[src/rtl/json_string_unescape_utf8_top_defines.svh]
// Assertion macros for the JSON string unescape RTL.
`ifndef JSON_STRING_UNESCAPE_UTF8_TOP_DEFINES_SVH
`define JSON_STRING_UNESCAPE_UTF8_TOP_DEFINES_SVH

// Check a property on every clock edge outside reset.
`define JSU_ASSERT(lbl, prop, msg) \
    lbl: assert property (@(posedge aclk) disable iff (!aresetn) (prop)) else $error(msg);

// Check a property on every clock edge, reset included.
`define JSU_ASSERT_ALWAYS(lbl, prop, msg) \
    lbl: assert property (@(posedge aclk) (prop)) else $error(msg);

`endif

[src/rtl/jsu_pkg.sv]
// Package with types, codes and character constants of the JSON string unescaper.
package jsu_pkg;

    localparam int MAX_RES = 3;
    localparam int CNT_W   = 2;

    typedef enum logic [1:0] {
        PH_WAIT = 2'd0,
        PH_STR  = 2'd1,
        PH_ESC  = 2'd2,
        PH_HEX  = 2'd3
    } phase_t;

    typedef enum logic [1:0] {
        KIND_DATA = 2'd0,
        KIND_DONE = 2'd1,
        KIND_ERR  = 2'd2
    } kind_t;

    localparam logic [2:0] ERR_NONE     = 3'd0;
    localparam logic [2:0] ERR_NO_QUOTE = 3'd1;
    localparam logic [2:0] ERR_BAD_ESC  = 3'd2;
    localparam logic [2:0] ERR_BAD_HEX  = 3'd3;
    localparam logic [2:0] ERR_EOT      = 3'd4;

    localparam logic [7:0] CH_SPACE  = 8'h20;
    localparam logic [7:0] CH_TAB    = 8'h09;
    localparam logic [7:0] CH_CR     = 8'h0d;
    localparam logic [7:0] CH_QUOTE  = 8'h22;
    localparam logic [7:0] CH_BSLASH = 8'h5c;
    localparam logic [7:0] CH_SLASH  = 8'h2f;
    localparam logic [7:0] CH_B      = 8'h62;
    localparam logic [7:0] CH_F      = 8'h66;
    localparam logic [7:0] CH_N      = 8'h6e;
    localparam logic [7:0] CH_R      = 8'h72;
    localparam logic [7:0] CH_T      = 8'h74;
    localparam logic [7:0] CH_U      = 8'h75;
    localparam logic [7:0] CH_BS     = 8'h08;
    localparam logic [7:0] CH_FF     = 8'h0c;
    localparam logic [7:0] CH_LF     = 8'h0a;

    localparam logic [15:0] UTF8_LIM1 = 16'h0080;
    localparam logic [15:0] UTF8_LIM2 = 16'h0800;
    localparam logic [7:0]  UTF8_LEAD2 = 8'hc0;
    localparam logic [7:0]  UTF8_LEAD3 = 8'he0;
    localparam logic [7:0]  UTF8_CONT  = 8'h80;

    typedef struct packed {
        phase_t      phase;
        logic [1:0]  hex_count;
        logic [11:0] code_accum;
    } dec_state_t;

    typedef struct packed {
        logic [7:0] data;
        kind_t      kind;
        logic [2:0] err;
        logic       last;
    } result_t;

    typedef result_t [MAX_RES-1:0] res_grp_t;

    localparam result_t RES_NONE = '{data: 8'h00, kind: KIND_DATA, err: ERR_NONE, last: 1'b0};

endpackage

[src/rtl/jsu_step.sv]
// Decode state register and the per-byte step that yields up to three results.
module jsu_step
    import jsu_pkg::*;
(
    input  logic       aclk,
    input  logic       aresetn,
    input  logic       take,
    input  logic [7:0] in_byte,
    input  logic       in_eot,
    output logic [CNT_W-1:0] res_cnt,
    output res_grp_t   res
);

    dec_state_t state_reg;
    dec_state_t state_next;

    logic [3:0]  hex_val;
    logic        hex_ok;
    logic [15:0] code;

    always_comb begin
        hex_ok  = 1'b1;
        hex_val = 4'd0;
        if (in_byte >= 8'h30 && in_byte <= 8'h39) begin
            hex_val = 4'(in_byte - 8'h30);
        end else if (in_byte >= 8'h61 && in_byte <= 8'h66) begin
            hex_val = 4'(in_byte - 8'h57);
        end else if (in_byte >= 8'h41 && in_byte <= 8'h46) begin
            hex_val = 4'(in_byte - 8'h37);
        end else begin
            hex_ok = 1'b0;
        end
        if (in_eot) begin
            hex_ok = 1'b0;
        end
    end

    assign code = {state_reg.code_accum, hex_val};

    always_comb begin
        state_next = state_reg;
        res_cnt    = CNT_W'(0);
        res        = {MAX_RES{RES_NONE}};
        unique case (state_reg.phase)
            PH_WAIT: begin
                if (in_eot) begin
                    res_cnt     = CNT_W'(1);
                    res[0].kind = KIND_ERR;
                    res[0].err  = ERR_NO_QUOTE;
                    res[0].last = 1'b1;
                end else if (in_byte == CH_SPACE ||
                             (in_byte >= CH_TAB && in_byte <= CH_CR)) begin
                    // skip leading whitespace
                end else if (in_byte == CH_QUOTE) begin
                    state_next.phase = PH_STR;
                end else begin
                    res_cnt     = CNT_W'(1);
                    res[0].kind = KIND_ERR;
                    res[0].err  = ERR_NO_QUOTE;
                    res[0].last = 1'b1;
                end
            end
            PH_STR: begin
                if (in_eot) begin
                    res_cnt     = CNT_W'(1);
                    res[0].kind = KIND_ERR;
                    res[0].err  = ERR_EOT;
                    res[0].last = 1'b1;
                    state_next  = '{phase: PH_WAIT, hex_count: 2'd0, code_accum: 12'd0};
                end else if (in_byte == CH_QUOTE) begin
                    res_cnt     = CNT_W'(1);
                    res[0].kind = KIND_DONE;
                    res[0].last = 1'b1;
                    state_next  = '{phase: PH_WAIT, hex_count: 2'd0, code_accum: 12'd0};
                end else if (in_byte == CH_BSLASH) begin
                    state_next.phase = PH_ESC;
                end else begin
                    res_cnt     = CNT_W'(1);
                    res[0].data = in_byte;
                    res[0].last = 1'b1;
                end
            end
            PH_ESC: begin
                res_cnt          = CNT_W'(1);
                res[0].last      = 1'b1;
                state_next.phase = PH_STR;
                priority if (in_eot) begin
                    res[0].kind = KIND_ERR;
                    res[0].err  = ERR_BAD_ESC;
                    state_next  = '{phase: PH_WAIT, hex_count: 2'd0, code_accum: 12'd0};
                end else if (in_byte == CH_QUOTE || in_byte == CH_BSLASH ||
                             in_byte == CH_SLASH) begin
                    res[0].data = in_byte;
                end else if (in_byte == CH_B) begin
                    res[0].data = CH_BS;
                end else if (in_byte == CH_F) begin
                    res[0].data = CH_FF;
                end else if (in_byte == CH_N) begin
                    res[0].data = CH_LF;
                end else if (in_byte == CH_R) begin
                    res[0].data = CH_CR;
                end else if (in_byte == CH_T) begin
                    res[0].data = CH_TAB;
                end else if (in_byte == CH_U) begin
                    res_cnt     = CNT_W'(0);
                    res[0].last = 1'b0;
                    state_next  = '{phase: PH_HEX, hex_count: 2'd0, code_accum: 12'd0};
                end else begin
                    res[0].kind = KIND_ERR;
                    res[0].err  = ERR_BAD_ESC;
                    state_next  = '{phase: PH_WAIT, hex_count: 2'd0, code_accum: 12'd0};
                end
            end
            PH_HEX: begin
                if (!hex_ok) begin
                    res_cnt     = CNT_W'(1);
                    res[0].kind = KIND_ERR;
                    res[0].err  = ERR_BAD_HEX;
                    res[0].last = 1'b1;
                    state_next  = '{phase: PH_WAIT, hex_count: 2'd0, code_accum: 12'd0};
                end else if (state_reg.hex_count != 2'd3) begin
                    state_next.code_accum = code[11:0];
                    state_next.hex_count  = state_reg.hex_count + 2'd1;
                end else begin
                    state_next = '{phase: PH_STR, hex_count: 2'd0, code_accum: 12'd0};
                    if (code < UTF8_LIM1) begin
                        res_cnt     = CNT_W'(1);
                        res[0].data = code[7:0];
                        res[0].last = 1'b1;
                    end else if (code < UTF8_LIM2) begin
                        res_cnt     = CNT_W'(2);
                        res[0].data = UTF8_LEAD2 | {3'd0, code[10:6]};
                        res[1].data = UTF8_CONT | {2'd0, code[5:0]};
                        res[1].last = 1'b1;
                    end else begin
                        res_cnt     = CNT_W'(3);
                        res[0].data = UTF8_LEAD3 | {4'd0, code[15:12]};
                        res[1].data = UTF8_CONT | {2'd0, code[11:6]};
                        res[2].data = UTF8_CONT | {2'd0, code[5:0]};
                        res[2].last = 1'b1;
                    end
                end
            end
            default: begin
                state_next = '{phase: PH_WAIT, hex_count: 2'd0, code_accum: 12'd0};
            end
        endcase
    end

    always_ff @(posedge aclk) begin
        if (!aresetn) begin
            state_reg <= '{phase: PH_WAIT, hex_count: 2'd0, code_accum: 12'd0};
        end else if (take) begin
            state_reg <= state_next;
        end
    end

endmodule

[src/rtl/jsu_outbuf.sv]
// Result register: holds one group of up to three results and sends one per cycle while m_ready is high.
`include "json_string_unescape_utf8_top_defines.svh"

module jsu_outbuf
    import jsu_pkg::*;
(
    input  logic       aclk,
    input  logic       aresetn,
    input  logic       load,
    input  logic [CNT_W-1:0] load_cnt,
    input  res_grp_t   load_res,
    input  logic       m_ready,
    output logic       m_valid,
    output result_t    m_res,
    output logic       free
);

    res_grp_t         ent_reg;
    logic [CNT_W-1:0] cnt_reg;
    logic             take;

    assign m_valid = (cnt_reg != CNT_W'(0));
    assign take    = m_valid && m_ready;
    assign free    = (cnt_reg == CNT_W'(0)) || (cnt_reg == CNT_W'(1) && m_ready);
    assign m_res   = ent_reg[0];

    always_ff @(posedge aclk) begin
        if (!aresetn) begin
            cnt_reg <= CNT_W'(0);
        end else if (load) begin
            cnt_reg <= load_cnt;
        end else if (take) begin
            cnt_reg <= cnt_reg - CNT_W'(1);
        end
    end

    // shift the group down one entry per beat
    always_ff @(posedge aclk) begin
        if (load) begin
            ent_reg <= load_res;
        end else if (take) begin
            for (int i = 0; i < MAX_RES - 1; i++) begin
                ent_reg[i] <= ent_reg[i+1];
            end
            ent_reg[MAX_RES-1] <= RES_NONE;
        end
    end

    `JSU_ASSERT_ALWAYS(a_reset_empty, !aresetn |=> cnt_reg == CNT_W'(0), "buffer not empty after reset")
    `JSU_ASSERT(a_last_pos, cnt_reg != CNT_W'(0) |-> (ent_reg[0].last == (cnt_reg == CNT_W'(1))), "last flag not on final result")
    `JSU_ASSERT(a_hold_cnt, (cnt_reg != CNT_W'(0) && !take) |=> cnt_reg == $past(cnt_reg), "group changed while stalled")
    `JSU_ASSERT(a_err_code, (cnt_reg != CNT_W'(0) && ent_reg[0].kind != KIND_ERR) |-> ent_reg[0].err == ERR_NONE, "error code on non-error result")

endmodule

[src/rtl/json_string_unescape_utf8_top.sv]
// Top level of the streaming JSON string unescaper with UTF-8 output.
//
// Input stream: one text byte per beat in s_tdata[7:0]; s_tuser high marks
// end of text (the byte is then ignored). Output stream: one result per beat,
// m_tuser = kind (data byte, string complete, error), m_tdata[7:0] = decoded
// byte, m_tdata[10:8] = error code, m_tlast on the final result of an input.
// Leading whitespace is skipped, escapes are expanded, a \uXXXX escape yields
// one to three UTF-8 bytes, the closing quote yields a completion result.
// Each input beat is registered in the input register and then in the result
// register before its first result can leave on m_tvalid.
// Throughput: one input beat per cycle while each byte gives at most one
// result and the receiver is ready; a byte that gives two or three results
// holds the input back while the one result register sends a beat per ready cycle.
// The input register keeps taking a beat while a result waits on a stalled
// receiver; s_tready drops once both the input register and the result
// register are occupied. Results are held stable until m_tready.
// Reset (aresetn low, synchronous) empties both registers and returns the
// decoder to waiting for an opening quote.
module json_string_unescape_utf8_top
    import jsu_pkg::*;
(
    input  logic        aclk,
    input  logic        aresetn,
    input  logic        s_tvalid,
    output logic        s_tready,
    input  logic [7:0]  s_tdata,   // [7:0] in_byte
    input  logic        s_tuser,   // [0] end_of_input
    output logic        m_tvalid,
    input  logic        m_tready,
    output logic [15:0] m_tdata,   // [7:0] out_byte, [10:8] error_code, [15:11] zero
    output logic [1:0]  m_tuser,   // [1:0] kind
    output logic        m_tlast
);

    logic             in_valid_reg;
    logic [7:0]       in_byte_reg;
    logic             in_eot_reg;
    logic             buf_free;
    logic             in_take;
    logic [CNT_W-1:0] res_cnt;
    res_grp_t         res;
    result_t          head;

    assign in_take  = in_valid_reg && buf_free;
    assign s_tready = !in_valid_reg || buf_free;

    always_ff @(posedge aclk) begin
        if (!aresetn) begin
            in_valid_reg <= 1'b0;
        end else if (s_tvalid && s_tready) begin
            in_valid_reg <= 1'b1;
        end else if (in_take) begin
            in_valid_reg <= 1'b0;
        end
    end

    always_ff @(posedge aclk) begin
        if (s_tvalid && s_tready) begin
            in_byte_reg <= s_tdata;
            in_eot_reg  <= s_tuser;
        end
    end

    jsu_step u_step (
        .aclk    (aclk),
        .aresetn (aresetn),
        .take    (in_take),
        .in_byte (in_byte_reg),
        .in_eot  (in_eot_reg),
        .res_cnt (res_cnt),
        .res     (res)
    );

    jsu_outbuf u_outbuf (
        .aclk     (aclk),
        .aresetn  (aresetn),
        .load     (in_take),
        .load_cnt (res_cnt),
        .load_res (res),
        .m_ready  (m_tready),
        .m_valid  (m_tvalid),
        .m_res    (head),
        .free     (buf_free)
    );

    assign m_tdata = {5'd0, head.err, head.data};
    assign m_tuser = head.kind;
    assign m_tlast = head.last;

endmodule

[config.mk]
export PLATFORM = sky130hd
export DESIGN_NAME = json_string_unescape_utf8_top
export DESIGN_NICKNAME = d
export VERILOG_FILES = /design/src/rtl/jsu_pkg.sv /design/src/rtl/jsu_step.sv /design/src/rtl/jsu_outbuf.sv /design/src/rtl/json_string_unescape_utf8_top.sv
export VERILOG_INCLUDE_DIRS = /design/src /design/src/rtl
export SDC_FILE = /design/constraint.sdc
export NUM_CORES = 1
export LEC_CHECK = 0
export BUFFER_PORTS_ARGS = -buffer_cell sky130_fd_sc_hd__buf_2
export CAP_MARGIN = 25
export CORE_ASPECT_RATIO = 2
export CORE_MARGIN = 3
export CORE_UTILIZATION = 25
export DETAILED_ROUTE_END_ITERATION = 10
export HOLD_SLACK_MARGIN = 0.08
export PLACE_DENSITY = 0.46
export SKIP_CTS_REPAIR_TIMING = 1
export SLEW_MARGIN = 25
export SYNTH_ARGS = -nofsm -noshare
export SYNTH_HDL_FRONTEND = slang
export SYNTH_SLANG_ARGS = --single-unit
[constraint.sdc]
create_clock -name aclk -period 2.8 [get_ports aclk]
set_clock_uncertainty 0.1 [all_clocks]
set_input_delay 0.28 -clock aclk [delete_from_list [all_inputs] [get_ports aclk]]
set_output_delay 0.28 -clock aclk [all_outputs]
set_load 0.01 [all_outputs]
Yosys cells after proc, flatten, opt, wreduce, memory -nomap -nowiden
Index checks and enable logic that the tools add are counted.
{ "classes": {"n_addsub": 5, "n_reduce_logical": 22, "order_cmp": 10, "n_mux": 105, "multipliers": 0, "shifts": 0, "bitwise": 0, "eq_ne": 27, "div_mod_pow": 0} }
{ "op_table": {"columns": ["cell", "count"], "rows": [
  ["16-bit two-way mux", 10],
  ["8-bit two-way mux", 15],
  ["42-bit two-way mux", 2],
  ["6-bit two-way mux", 11],
  ["8-bit by 7-bit == test with 1-bit output (second input constant)", 7],
  ["9-bit two-way mux", 6],
  ["2-bit two-way mux", 23],
  ["14-bit case mux with 3 select lines", 1],
  ["14-bit two-way mux", 2],
  ["8-bit by 6-bit == test with 1-bit output (second input constant)", 3],
  ["6-bit case mux with 4 select lines", 1],
  ["8-bit case mux with 3 select lines", 1],
  ["1-bit two-way mux", 23],
  ["3-bit != test (second input constant)", 7],
  ["8-bit by 7-bit >= comparator with 1-bit output (second input constant)", 2],
  ["8-bit by 7-bit less-or-equal comparator with 1-bit output (second input constant)", 2],
  ["16-bit by 12-bit < comparator with 1-bit output (second input constant)", 1],
  ["16-bit by 8-bit < comparator with 1-bit output (second input constant)", 1],
  ["4-bit two-way mux", 4],
  ["2-bit case mux with 4 select lines", 2],
  ["5-bit two-way mux", 3],
  ["9-bit AND reduction", 1],
  ["8-bit by 4-bit >= comparator with 1-bit output (second input constant)", 1],
  ["8-bit by 6-bit >= comparator with 1-bit output (second input constant)", 1],
  ["other kinds (20)", 39]
]} }
{ "totals": {"out_inout_bits": 21, "latch_bits": 0, "word_cells": 184, "mem_bits_rw": 0, "memories": 0, "regBits": 60, "mem_bits_ro": 0} }

Longest topological paths before layout
Gate-level depths: netlist of run 1.
{ "logic_depth": {"ltp_word": 12, "ltp_mapped": 9} }

Modules after synthesis
From an unflattened synthesis of run 1, not the netlist that was laid out.
{ "hier_totals": {"cells_unflattened": 394, "area_unflattened_um2": 4271.6} }
{ "modules_own_cells": {"columns": ["mod", "seq_area_each_um2", "area_each_um2", "cells_each", "instances"], "rows": [
  ["jsu_outbuf", 1301.2, 2073.2, 122, 1],
  ["jsu_step", 320.3, 1821.7, 251, 1],
  ["json_string_unescape_utf8_top", 290.3, 376.6, 21, 1]
]} }

Worst setup path before layout of run 1
OpenSTA, ideal clock, no wires.
{ "synth_timing": {"path_kind": "reg2reg", "from": "register in_byte_reg[0]", "to": "register u_step.state_reg, in the netlist u_step.code[10]", "stages_incl_launch_ff": 9, "path_buffers": 1, "path_slack_ns": 0.265, "period_less_slack_ns": 2.535, "t_arrival_ns": 2.318, "setup_time_ns": 0.117, "cell_sequence": "edfxtp_1 > inv_1 > ha_1 > mux2_1 > and3_1 > o41a_1 > nor4_4 > buf_4 > o21ai_1"} }
{ "synth_via": {"elab_chain_len": 8, "word_cells_on_any_way": 33, "cone_classes": "6 x order compare; 15 x eq/ne; 6 x mux; 6 x reduce/logical"} }
{ "synth_rtl": {"columns": ["item", "line", "text"], "rows": [
  ["from (decl)", "json_string_unescape_utf8_top.sv:36", "logic [7:0] in_byte_reg;"],
  ["from (signal assigned)", "json_string_unescape_utf8_top.sv:59", "in_byte_reg <= s_tdata;"],
  ["8-bit by 7-bit >= comparator with 1-bit output or 8-bit by 7-bit less-or-equal comparator with 1-bit output (tied branches)", "jsu_step.sv:28", "end else if (in_byte >= 8'h41 && in_byte <= 8'h46) begin"],
  ["1-bit logical AND", "jsu_step.sv:28", null],
  ["1-bit two-way mux", "jsu_step.sv:28", null],
  ["1-bit two-way mux", "jsu_step.sv:26", "end else if (in_byte >= 8'h61 && in_byte <= 8'h66) begin"],
  ["1-bit two-way mux", "jsu_step.sv:24", "if (in_byte >= 8'h30 && in_byte <= 8'h39) begin"],
  ["1-bit two-way mux", "jsu_step.sv:33", "if (in_eot) begin"],
  ["16-bit two-way mux", "jsu_step.sv:115", "if (!hex_ok) begin"],
  ["14-bit case mux with 3 select lines", "jsu_step.sv:44", "unique case (state_reg.phase)"],
  ["to (signal assigned)", "jsu_step.sv:152", "state_reg <= '{phase: PH_WAIT, hex_count: 2'd0, code_accum: 12'd0};"],
  ["to (signal assigned)", "jsu_step.sv:154", "state_reg <= state_next;"],
  ["to (decl)", "jsu_step.sv:14", "dec_state_t state_reg;"]
]} }
Several ways; a longest one is shown, not always the timed one.
A chain may end at the register's enable or synchronous reset.

Final worst setup path of run 1
{ "layout_timing": {"from": "register in_byte_reg[1]", "to": "register u_step.state_reg[14] (netlist name)"} }
{ "layout_via": {"elab_chain_len": 10, "word_cells_on_any_way": 46, "cone_classes": "8 x order compare; 14 x eq/ne; 16 x mux; 8 x reduce/logical"} }
{ "layout_rtl": {"columns": ["item"], "rows": [
  ["branches (longest 10 deep; another with 8-bit by 7-bit >= comparator with 1-bit output)"]
]} }
Several ways; the timed one is not identified. The select of a mux whose other input is x is not followed.

==> results of run 1 <==
[worst register-to-register path: stages, from the launching register on]
cell                        delay (ns)
sky130_fd_sc_hd__edfxtp_1         0.44
sky130_fd_sc_hd__inv_1            0.13
sky130_fd_sc_hd__ha_1             0.24
sky130_fd_sc_hd__mux2_1           0.30
sky130_fd_sc_hd__and3_1           0.21
sky130_fd_sc_hd__o41a_1           0.47
sky130_fd_sc_hd__a2111oi_2        0.45
sky130_fd_sc_hd__buf_4            0.18
sky130_fd_sc_hd__a21oi_1          0.05
[cell families (layout without fill, tap and decap cells)]
family                   count (synthesis)  after routing  share of synthesized area
other                                    1              5                    0.00112
buffers and inverters                   48             97                     0.0801
adder cells (fa/ha/maj)                 13             13                     0.0484
multiplexers                             9              9                     0.0279
XOR/XNOR                                 1              1                    0.00261
AND/OR/NAND/NOR                        119            119                      0.201
AO/OA/AOI/OAI                           98             98                      0.185
flip-flops                              57             57                      0.453
[power by group]
group	switching [W]	leakage, nW	internal [W]
registers	0.0000491	0.527	0.00105
logic	0.000263	0.904	0.000177
clock network	0.000370	0.144	0.000677
[cells in the final DEF, fill, tap and decap left out, drive strengths merged, types with 3 or more instances in the layout]
master,synthesis,routed
buf,26,57
edfxtp,38,38
nand2,36,36
o21ai,34,34
a21oi,26,26
dfxtp,19,19
nand3,16,16
inv,15,15
nor2,15,15
ha,13,13
clkbuf,7,9
dlygate4sd3,0,9
nand2b,7,7
and2,7,7
mux2i,6,6
nor2b,6,6
nor4,6,6
clkinv,0,6
a31oi,5,5
conb,1,5
nor3,4,4
o211ai,3,3
nand4,3,3
o22ai,3,3
nor4b,3,3
a221oi,3,3
mux2,3,3
[layer usage]
| metal | track usage | routed length (um) | up-vias |
|---|---|---|---|
| met5 | 0 | 0 | - |
| li1 | - | - | 1357 |
| met1 | 0.122 | 3200 | 1302 |
| met3 | 0.0262 | 376 | 38 |
| met2 | 0.242 | 5120 | 83 |
| met4 | 0.0982 | 667 | 0 |
[layout make-up]
type / count / area share
multi-input cells: 245 / 0.391
flip-flops and latches: 57 / 0.368
repair buffers: 66 / 0.111
clock buffers: 9 / 0.0545
well taps: 152 / 0.0460
clock inverters: 7 / 0.0148
inverters: 15 / 0.0136
[stage by stage]
stage / util / std cells / total power, W / worst slack, ns / hold slack (ns)
5_1_grt: 0.316 / 551 / 0.00271 / -0.0470 / 0.113
3_5_place_dp: 0.283 / 523 / 0.00155 / -0.257 / 0.356
4_1_cts: 0.305 / 539 / 0.00260 / -0.245 / 0.0190
2_1_floorplan: - / 350 / 0.00142 / 0.265 / 0.279
6_report: 0.316 / 551 / 0.00259 / 0.121 / 0.0918
3_3_place_gp: 0.283 / 523 / 0.00154 / -0.116 / 0.355
[how the worst max path moves through the flow]
stage / cells past startpoint / slack (ns) / start / end
final: 8 / 0.12 / in_byte_reg[1]$_DFFE_PP_ / u_step.state_reg[14]$_SDFFE_PN0P_
after global routing: 8 / -0.05 / in_byte_reg[1]$_DFFE_PP_ / u_step.state_reg[14]$_SDFFE_PN0P_
after CTS: 8 / -0.24 / in_byte_reg[1]$_DFFE_PP_ / u_step.state_reg[14]$_SDFFE_PN0P_
after detailed placement: 8 / -0.26 / in_byte_reg[1]$_DFFE_PP_ / u_step.state_reg[14]$_SDFFE_PN0P_
after global placement: 8 / -0.12 / in_byte_reg[1]$_DFFE_PP_ / u_step.state_reg[14]$_SDFFE_PN0P_
after floorplan: 8 / 0.26 / in_byte_reg[0]$_DFFE_PP_ / u_step.code[10]$_SDFFE_PN0P_
==> impl.org, run 1 <==
** Outcome
- The run finished with clean final reports.

** Synth
- In the synthesized netlist, the number of instances is 346.
- Sequential-to-total area share from yosys stat :: 0.453
- Of the post-synthesis cell area, the dominant cell type holds 0.340.
- Number of synthesized register bits :: 57
- The cell area that synthesis handed to floorplanning was 3360 um^2.
- By instance count, the leading cell after synthesis is sky130_fd_sc_hd__edfxtp_1.
- Warnings, synthesis :: 0
- Dominant synthesized flop cell :: sky130_fd_sc_hd__edfxtp_1
- Fraction of registers with async set or reset after synthesis :: 0
- The synthesized design contains 38 enable-type register cells.
- By area the synthesized netlist is led by sky130_fd_sc_hd__edfxtp_1, sky130_fd_sc_hd__dfxtp_1, sky130_fd_sc_hd__ha_1.
- Dominant cell type by area after synthesis :: sky130_fd_sc_hd__edfxtp_1
- A synthesized cell averages 9.71 um^2.
- The netlist uses 66 different library cells.
- Leading cell types by count after synthesis :: sky130_fd_sc_hd__edfxtp_1, sky130_fd_sc_hd__nand2_1, sky130_fd_sc_hd__a21oi_1

** Worst hold path
- Hold path startpoint :: s_tvalid
- Along the worst hold path, the cell count comes to 3.
- The worst hold path terminates at in_valid_reg$_SDFFE_PN0P_.
- The path class of the tightest hold or removal check is in2reg.

** Die
- The floorplan has 59 rows.
- Die span in x :: between 80 and 90 um
- I/O pin count :: 34
- Die height :: 170 um
- Core area :: 13,100 um^2
- For this configuration, the core starts out at a cell density of 0.257.
- Area enclosed by the die boundary :: 14,900 um^2

** Setup path
- Worst-case register-to-register setup slack :: 0.12 ns
- Worst setup EP type :: flop
- At the worst endpoint, the required time is between 2 and 3 ns.
- In this run the critical register-to-register path is captured at u_step.state_reg[14]$_SDFFE_PN0P_.
- Worst Path Class, Setup :: reg2reg
- Among all stages on the critical path, the largest delay is contributed by sky130_fd_sc_hd__o41a_1.
- The kind of cell with the highest combined delay along the critical path is compound AO/OA/AOI/OAI gates.
- Worst Path Buf+Inv :: 2
- Along the worst path, the maximum fanout reaches 7.
- On the worst path, the slowest cell contributes a delay of 0.47 ns.
- Cell count of the worst reg-to-reg path :: 8
- At the worst endpoint, the arrival time is 2.79 ns.
- The worst setup path is launched from a flop.
- Crit Reg-Reg Startpoint :: in_byte_reg[1]$_DFFE_PP_
- The signal on the critical path passes through inv_1 > ha_1 > mux2_1 > and3_1 > o41a_1 > a2111oi_2 > buf_4 > a21oi_1.

** Pwr
- Dividing total power by cell area gives a power density of around 630 nW/um^2.
- Leakage power :: around 1.6 nW
- The worst-case IR drop observed on VDD is 264 uV.

** STA
- Fmax achieved :: 373 MHz
- The count of final hold-check violations is 0.
- Tightest slew margin relative to the limit :: 0.556
- Number of failing setup endpoints in the final timing report :: 0
- Setup total negative slack on the finished layout was measured at 0 ns.
- Number of pins with negative max-slew slack in the final report :: 0
- Setup repair after global routing missed its margin :: true
- Crit share post-route :: 0.957
- Transition time of the tightest slew-check pin :: 0.661 ns
- The worst path in the final design needs a cycle of approximately 2.7 ns, including I/O delays and setup.

** Clock tree
- Clock transition at the registers of the reported paths :: about 0.05 ns
- Number of CTS-inserted buffers :: 9
- TritonCTS built the clock tree.
- The tree is rooted in a sky130_fd_sc_hd__clkbuf_16.
- The clock reaches the later pin of the worst-skew pair after 0.33 ns.
- CTS built an H-tree with a depth of 3.
- Counting every sink on the clock net gives 57.
- Maximum count of clock buffers along a single path :: 2

** Global route
- Total global-route track usage :: 0.131
- Vias in the first global route :: roughly 2.9k
- Global-route wire length before repair :: ~15,000 um
- The initial antenna violation count is 0.
- Pin count of the biggest net entering global routing :: 29
- Global route overflow :: 0

** Final layout
- The finished cells cover 4130 um^2.
- Area taken by flip-flops and latches :: 1520 um^2
- Layout net count :: 420
- Share of layout cells above drive strength 1 :: 0.218
- The number of antenna diodes in the final layout is 0.
- The register with the most flip-flops in the layout has 15 of them.
- Filler cells :: 1,373
- Signed area change from the synthesized netlist to the final layout :: 23.0%
- Summing all multi-input logic gate instances after layout gives 1620 um^2.

** Routing
- Dividing the detail-routed via count by the number of cells gives 5.05.
- Antenna Nets Post-Route :: 0
- Total wire length after detailed routing :: 9360 um
- Number of remaining DRC errors :: 0
- The routed layout has ~2.8k vias.
- In this run, the number of DRC markers left after iteration 0 of detailed routing was 144.
- The first detailed-routing pass ran for 4 iterations.
- Average wire per cell in the routed design :: 17.0 um

** Run
- MaxCap Viol Count :: 0

** Placement
- The congestion estimate from routability-driven global placement came to a little over 0.9.
- PortBufs :: 28
- After detailed placement, the total cell area comes to 3700 um^2.
- Once detailed placement completed, the half-perimeter wirelength came to 7450 um.
(Power assumes the default switching activity.)
==> run 2, diff against run 1 <==
--- a/config.mk
+++ b/config.mk
@@ -6,14 +6,14 @@
 export SDC_FILE = /design/constraint.sdc
 export NUM_CORES = 1
 export LEC_CHECK = 0
-export BUFFER_PORTS_ARGS = -buffer_cell sky130_fd_sc_hd__buf_2
-export CAP_MARGIN = 25
+export ABC_AREA = 1
 export CORE_ASPECT_RATIO = 2
 export CORE_MARGIN = 3
 export CORE_UTILIZATION = 25
 export DETAILED_ROUTE_END_ITERATION = 10
+export DONT_BUFFER_PORTS = 1
 export HOLD_SLACK_MARGIN = 0.08
-export PLACE_DENSITY = 0.46
+export PLACE_DENSITY = 0.44
 export SKIP_CTS_REPAIR_TIMING = 1
 export SLEW_MARGIN = 25
 export SYNTH_ARGS = -nofsm -noshare
==> impl.org, run 2 <==
** Outcome
- Run status :: complete, no violations (unchanged)

** Setup path
- The category of the worst setup path capture point was a flop (unchanged).
- Longest individual stage delay on the worst path :: 0.51 ns (was 0.47 ns)
- Worst Path Max Fanout :: 8 (was 7)
- CP top delay family :: simple AND/OR/NAND/NOR gates (was compound AO/OA/AOI/OAI gates)
- Worst Path Buf+Inv :: 3 (was 2)
- The worst reg2reg path endpoint is u_outbuf.m_res[11]$_DFFE_PP_ (was u_step.state_reg[14]$_SDFFE_PN0P_).
- The minimum setup slack among reg-to-reg paths came to 0.37 ns (was 0.12 ns).
- Crit Reg-Reg Startpoint :: in_byte_reg[1]$_DFFE_PP_ (unchanged)
- Worst endpoint data arrival time :: 2.41 ns (was 2.79 ns)
- Critical Path Source Type :: flop (unchanged)
- Worst Path Class, Setup :: reg2reg (unchanged)
- Crit-path cells :: inv_1 > ha_1 > inv_1 > nand3_1 > nand3_1 > nand2_4 > nand3_4 > clkinv_2 > o21ai_1 > o21ai_1 > nand2_1 > nand2_1 (was inv_1 > ha_1 > mux2_1 > and3_1 > o41a_1 > a2111oi_2 > buf_4 > a21oi_1)
- Data required time of the worst path :: 2.78 ns (was 2.92 ns)
- The cell type of the slowest stage on the worst timing path was sky130_fd_sc_hd__edfxtp_1 (was sky130_fd_sc_hd__o41a_1).
- The length in cells of the worst reg-to-reg path is 12 (was 8).

** Worst hold path
- The worst min-delay path endpoint is in_valid_reg$_SDFFE_PN0P_ (unchanged).
- Hold path startpoint :: m_tready (was s_tvalid)
- Classification of the worst-slack hold path :: in2reg (unchanged)
- Worst hold path stage count :: 3 (unchanged)

** Clock tree
- Number of CTS-inserted buffers :: 9 (unchanged)
- The number of levels in the clock H-tree came to 3 (unchanged).
- Clock transition at the registers of the reported paths :: 0.05 ns (about the same)
- The cell at the root of the clock tree is sky130_fd_sc_hd__clkbuf_16 (unchanged).
- The clock sink count is 57 (unchanged).
- The maximum clock path buffer count was 2 (unchanged).
- Clock tree from TritonCTS :: yes (unchanged)
- The later-pin clock latency in the skew report is 0.33 ns (about the same).

** Die
- I/O pin count :: 34 (unchanged)
- Core Rows :: 61 (was 59)
- The initial cell density of the core came to 0.258 (was 0.257).
- Core area :: 14,000 um^2 (was 13,100 um^2)
- Die span in x :: 91.1 um (was 88.0 um)
- The area of the die is 16,000 um^2 (was 14,900 um^2).
- Die height :: 176 um (was 170 um)

** STA
- Crit share post-route :: 0.867 (was 0.957)
- Number of failing setup endpoints in the final timing report :: 0 (unchanged)
- The count of final hold-check violations was 0 (unchanged).
- PnR worst setup slack :: 0.373 ns (was 0.121 ns)
- The final worst hold slack came to 0.225 ns (was 0.0918 ns).
- Fmax achieved :: 412 MHz (was 373 MHz)
- Sum Neg Setup Slack :: 0 ns (unchanged)
- Number of pins with negative max-slew slack in the final report :: 0 (unchanged)
- Setup repair after global routing missed its margin :: false (was true)
- The clock period minus worst slack was 2.43 ns (was 2.68 ns).

** Routing
- Antenna Nets Post-Route :: 0 (unchanged)
- The DRC violation count after routing was 0 (unchanged).
- The via-per-instance ratio is 4.54 (was 5.05).
- Drt pass-1 iters :: 4 (unchanged)
- The number of DRC violations after detailed-routing iteration 0 is 153 (was 144).
- Routed via count :: 3,044 (was 2,780)
- Average wire per cell in the routed design :: 15.6 um (was 17.0 um)
- Total wire length after detailed routing :: 10,500 um (was 9360 um)

** Final layout
- Area taken by flip-flops and latches :: 1520 um^2 (unchanged)
- The area overhead of the layout relative to synthesis came to 15.0% (was 23.0%).
- The final layout net count came to 502 (was 420).
- The flip-flop count of the largest register after layout came to 15 (unchanged).
- The layout filler cell count is 1,558 (was 1,373).
- Leading cell types in the layout, fill and taps excluded :: sky130_fd_sc_hd__nand2_1, sky130_fd_sc_hd__nor2_1, sky130_fd_sc_hd__edfxtp_1, sky130_fd_sc_hd__nand3_1, sky130_fd_sc_hd__inv_1 (was sky130_fd_sc_hd__edfxtp_1, sky130_fd_sc_hd__nand2_1, sky130_fd_sc_hd__buf_2, sky130_fd_sc_hd__buf_4, sky130_fd_sc_hd__a21oi_1)
- The most frequent standard cell in the layout excluding fill and tap cells is sky130_fd_sc_hd__nand2_1 (was sky130_fd_sc_hd__edfxtp_1).
- The antenna diode instance count came to 0 (unchanged).
- The final core utilization is 0.296 (was 0.316).
- Multi-input logic area :: 1760 um^2 (was 1620 um^2)
- The layout cell share with drive strength beyond 1 was 0.121 (was 0.218).

** Synth
- The combinational family with the most area after synthesis was simple AND/OR/NAND/NOR gates (unchanged).
- Area share of the leading cell type in the synthesized netlist :: 0.315 (was 0.340)
- Number of enable flip-flop cells after synthesis :: 38 (unchanged)
- The average size of a mapped cell came to 7.72 um^2 (was 9.71 um^2).
- Post-synthesis simple-gate area fraction :: 0.347 (was 0.201)
- Post-synthesis instance area :: 3620 um^2 (was 3360 um^2)
- The library cell with the largest summed area after synthesis is sky130_fd_sc_hd__edfxtp_1 (unchanged).
- The part of the Yosys area used for sequential elements came to 0.420 (was 0.453).
- The most frequent cell after synthesis is sky130_fd_sc_hd__nand2_1 (was sky130_fd_sc_hd__edfxtp_1).
- The number of storage elements in the synthesis netlist is 57 (unchanged).
- The share of the synthesized area in compound gates (AO/OA/AOI/OAI) is 0.0881 (was 0.185).
- Post-synthesis xor/xnor area fraction :: 0 (was 0.00261)
- The area share of fa/ha/maj cells after synthesis was 0.0449 (was 0.0484).
- The share of cell area taken by muxes after synthesis was 0 (was 0.0279).
- Synth cell types :: 36 (was 66)
- Dominant synthesized flop cell :: sky130_fd_sc_hd__edfxtp_1 (unchanged)
- Leading post-synthesis cells by cell area :: sky130_fd_sc_hd__edfxtp_1, sky130_fd_sc_hd__nand2_1, sky130_fd_sc_hd__dfxtp_1 (was sky130_fd_sc_hd__edfxtp_1, sky130_fd_sc_hd__dfxtp_1, sky130_fd_sc_hd__ha_1)
- The count of warnings emitted by yosys is 0 (unchanged).
- Fraction of registers with async set or reset after synthesis :: 0 (unchanged)
- Leading cell types by count after synthesis :: sky130_fd_sc_hd__nand2_1, sky130_fd_sc_hd__nor2_1, sky130_fd_sc_hd__edfxtp_1 (was sky130_fd_sc_hd__edfxtp_1, sky130_fd_sc_hd__nand2_1, sky130_fd_sc_hd__a21oi_1)
- The gate count of the mapped netlist is 469 (was 346).

** Global route
- The via count of the first global-routing pass is 3,195 (was 2,869).
- The first-pass GRT wire length was 16,800 um (was 14,800 um).
- The global-route usage over all layers was 0.136 (was 0.131).
- Global route overflow :: 0 (unchanged)
- The initial antenna violation count is 0 (unchanged).
- The pin count of the biggest net entering global routing is 33 (was 29).

** Pwr
- The combinational group share of total power was 0.178 (was 0.170).
- Worst IR Drop VDD :: 290 uV (was 264 uV)
- The proportion of total power due to net switching is 0.299 (was 0.264).
- Internal power of the cells :: 0.00219 W (was 0.00190 W)
- Clock share of power :: 0.373 (was 0.405)
- Overall Power :: 0.00312 W (was 0.00259 W)
- Leakage power :: 1.65 nW (was 1.58 nW)
- The power per cell area came to 749 nW/um^2 (was 626 nW/um^2).
- The net switching power was 0.000932 W (was 0.000682 W).
- The proportion of power drawn by flip-flops and latches is 0.449 (was 0.425).

** Placement
- The setup slack after placement came to 0.364 ns (was -0.257 ns).
- The routability congestion estimate from global placement came to 0.846 (was 0.905).
- Post-detail-place hpwl :: 8340 um (was 7450 um)
- PortBufs :: 0 (was 28)

** Run
- MaxCap Viol Count :: 0 (unchanged)
[run 2: power by group through the flow]
stage | combinational [W] | sequential, W | clock [W]
2_1_floorplan | 0.000576 | 0.00132 | 0
3_3_place_gp | 0.000555 | 0.00142 | 0
3_5_place_dp | 0.000556 | 0.00142 | 0
4_1_cts | 0.000559 | 0.00141 | 0.00118
5_1_grt | 0.000654 | 0.00142 | 0.00122
6_report | 0.000555 | 0.00140 | 0.00116
[run 2: worst max path at each step]
stage | startpoint | end | slack, ns | cells after the start
finish | in_byte_reg[1]$_DFFE_PP_ | u_outbuf.m_res[11]$_DFFE_PP_ | 0.37 | 12
global route | in_byte_reg[1]$_DFFE_PP_ | u_outbuf.m_res[0]$_DFFE_PP_ | 0.13 | 11
global placement | in_byte_reg[1]$_DFFE_PP_ | u_outbuf.m_res[11]$_DFFE_PP_ | 0.39 | 12
CTS | in_byte_reg[1]$_DFFE_PP_ | u_outbuf.m_res[11]$_DFFE_PP_ | 0.35 | 12
detailed placement | in_byte_reg[1]$_DFFE_PP_ | u_outbuf.m_res[11]$_DFFE_PP_ | 0.36 | 12
floorplan | u_outbuf.cnt_reg[0]$_SDFFE_PN0P_ | u_outbuf.cnt_reg[0]$_SDFFE_PN0P_ | 0.66 | 8
[run 2: logic make-up (layout without fill, tap and decap cells)]
logic type	after synthesis	count (layout)
buffers and inverters	70	78
adders and majority gates	13	13
AOI/OAI and AO/OA	60	60
DFF	57	57
other	1	5
and+or+nand+nor	268	268
[run 2: metrics by stage]
| stage | instances | instance area, um^2 |
|---|---|---|
| 6_report | 670 | 4160 |
| 5_1_grt | 670 | 4160 |
| 4_1_cts | 659 | 4050 |
| 3_5_place_dp | 643 | 3740 |
| 3_3_place_gp | 643 | 3740 |
| 2_1_floorplan | 473 | 3630 |
[run 2: final cells by class]
| cell class | count | share of cell area |
|---|---|---|
| Clock buffer | 10 | 0.0550 |
| Clock inverter | 6 | 0.0195 |
| Inverter | 42 | 0.0382 |
| Multi-Input combinational cell | 346 | 0.422 |
| Sequential cell | 57 | 0.366 |
| Tap cell | 189 | 0.0568 |
| Timing Repair Buffer | 20 | 0.0427 |
[run 2: metal layers]
metal  track usage  part of all wire
met2         0.255              0.55
met5             0                 0
met1         0.130              0.36
met4         0.105             0.058
met3        0.0213             0.033
[run 2: worst reg2reg max path, delay by kind of cell (launching register included)]
kind	cells	cell delay, ns
AND/OR/NAND/NOR	6	0.75
flip-flops	1	0.51
buffers and inverters	3	0.38
adder cells (fa/ha/maj)	1	0.24
AO/OA/AOI/OAI	2	0.20
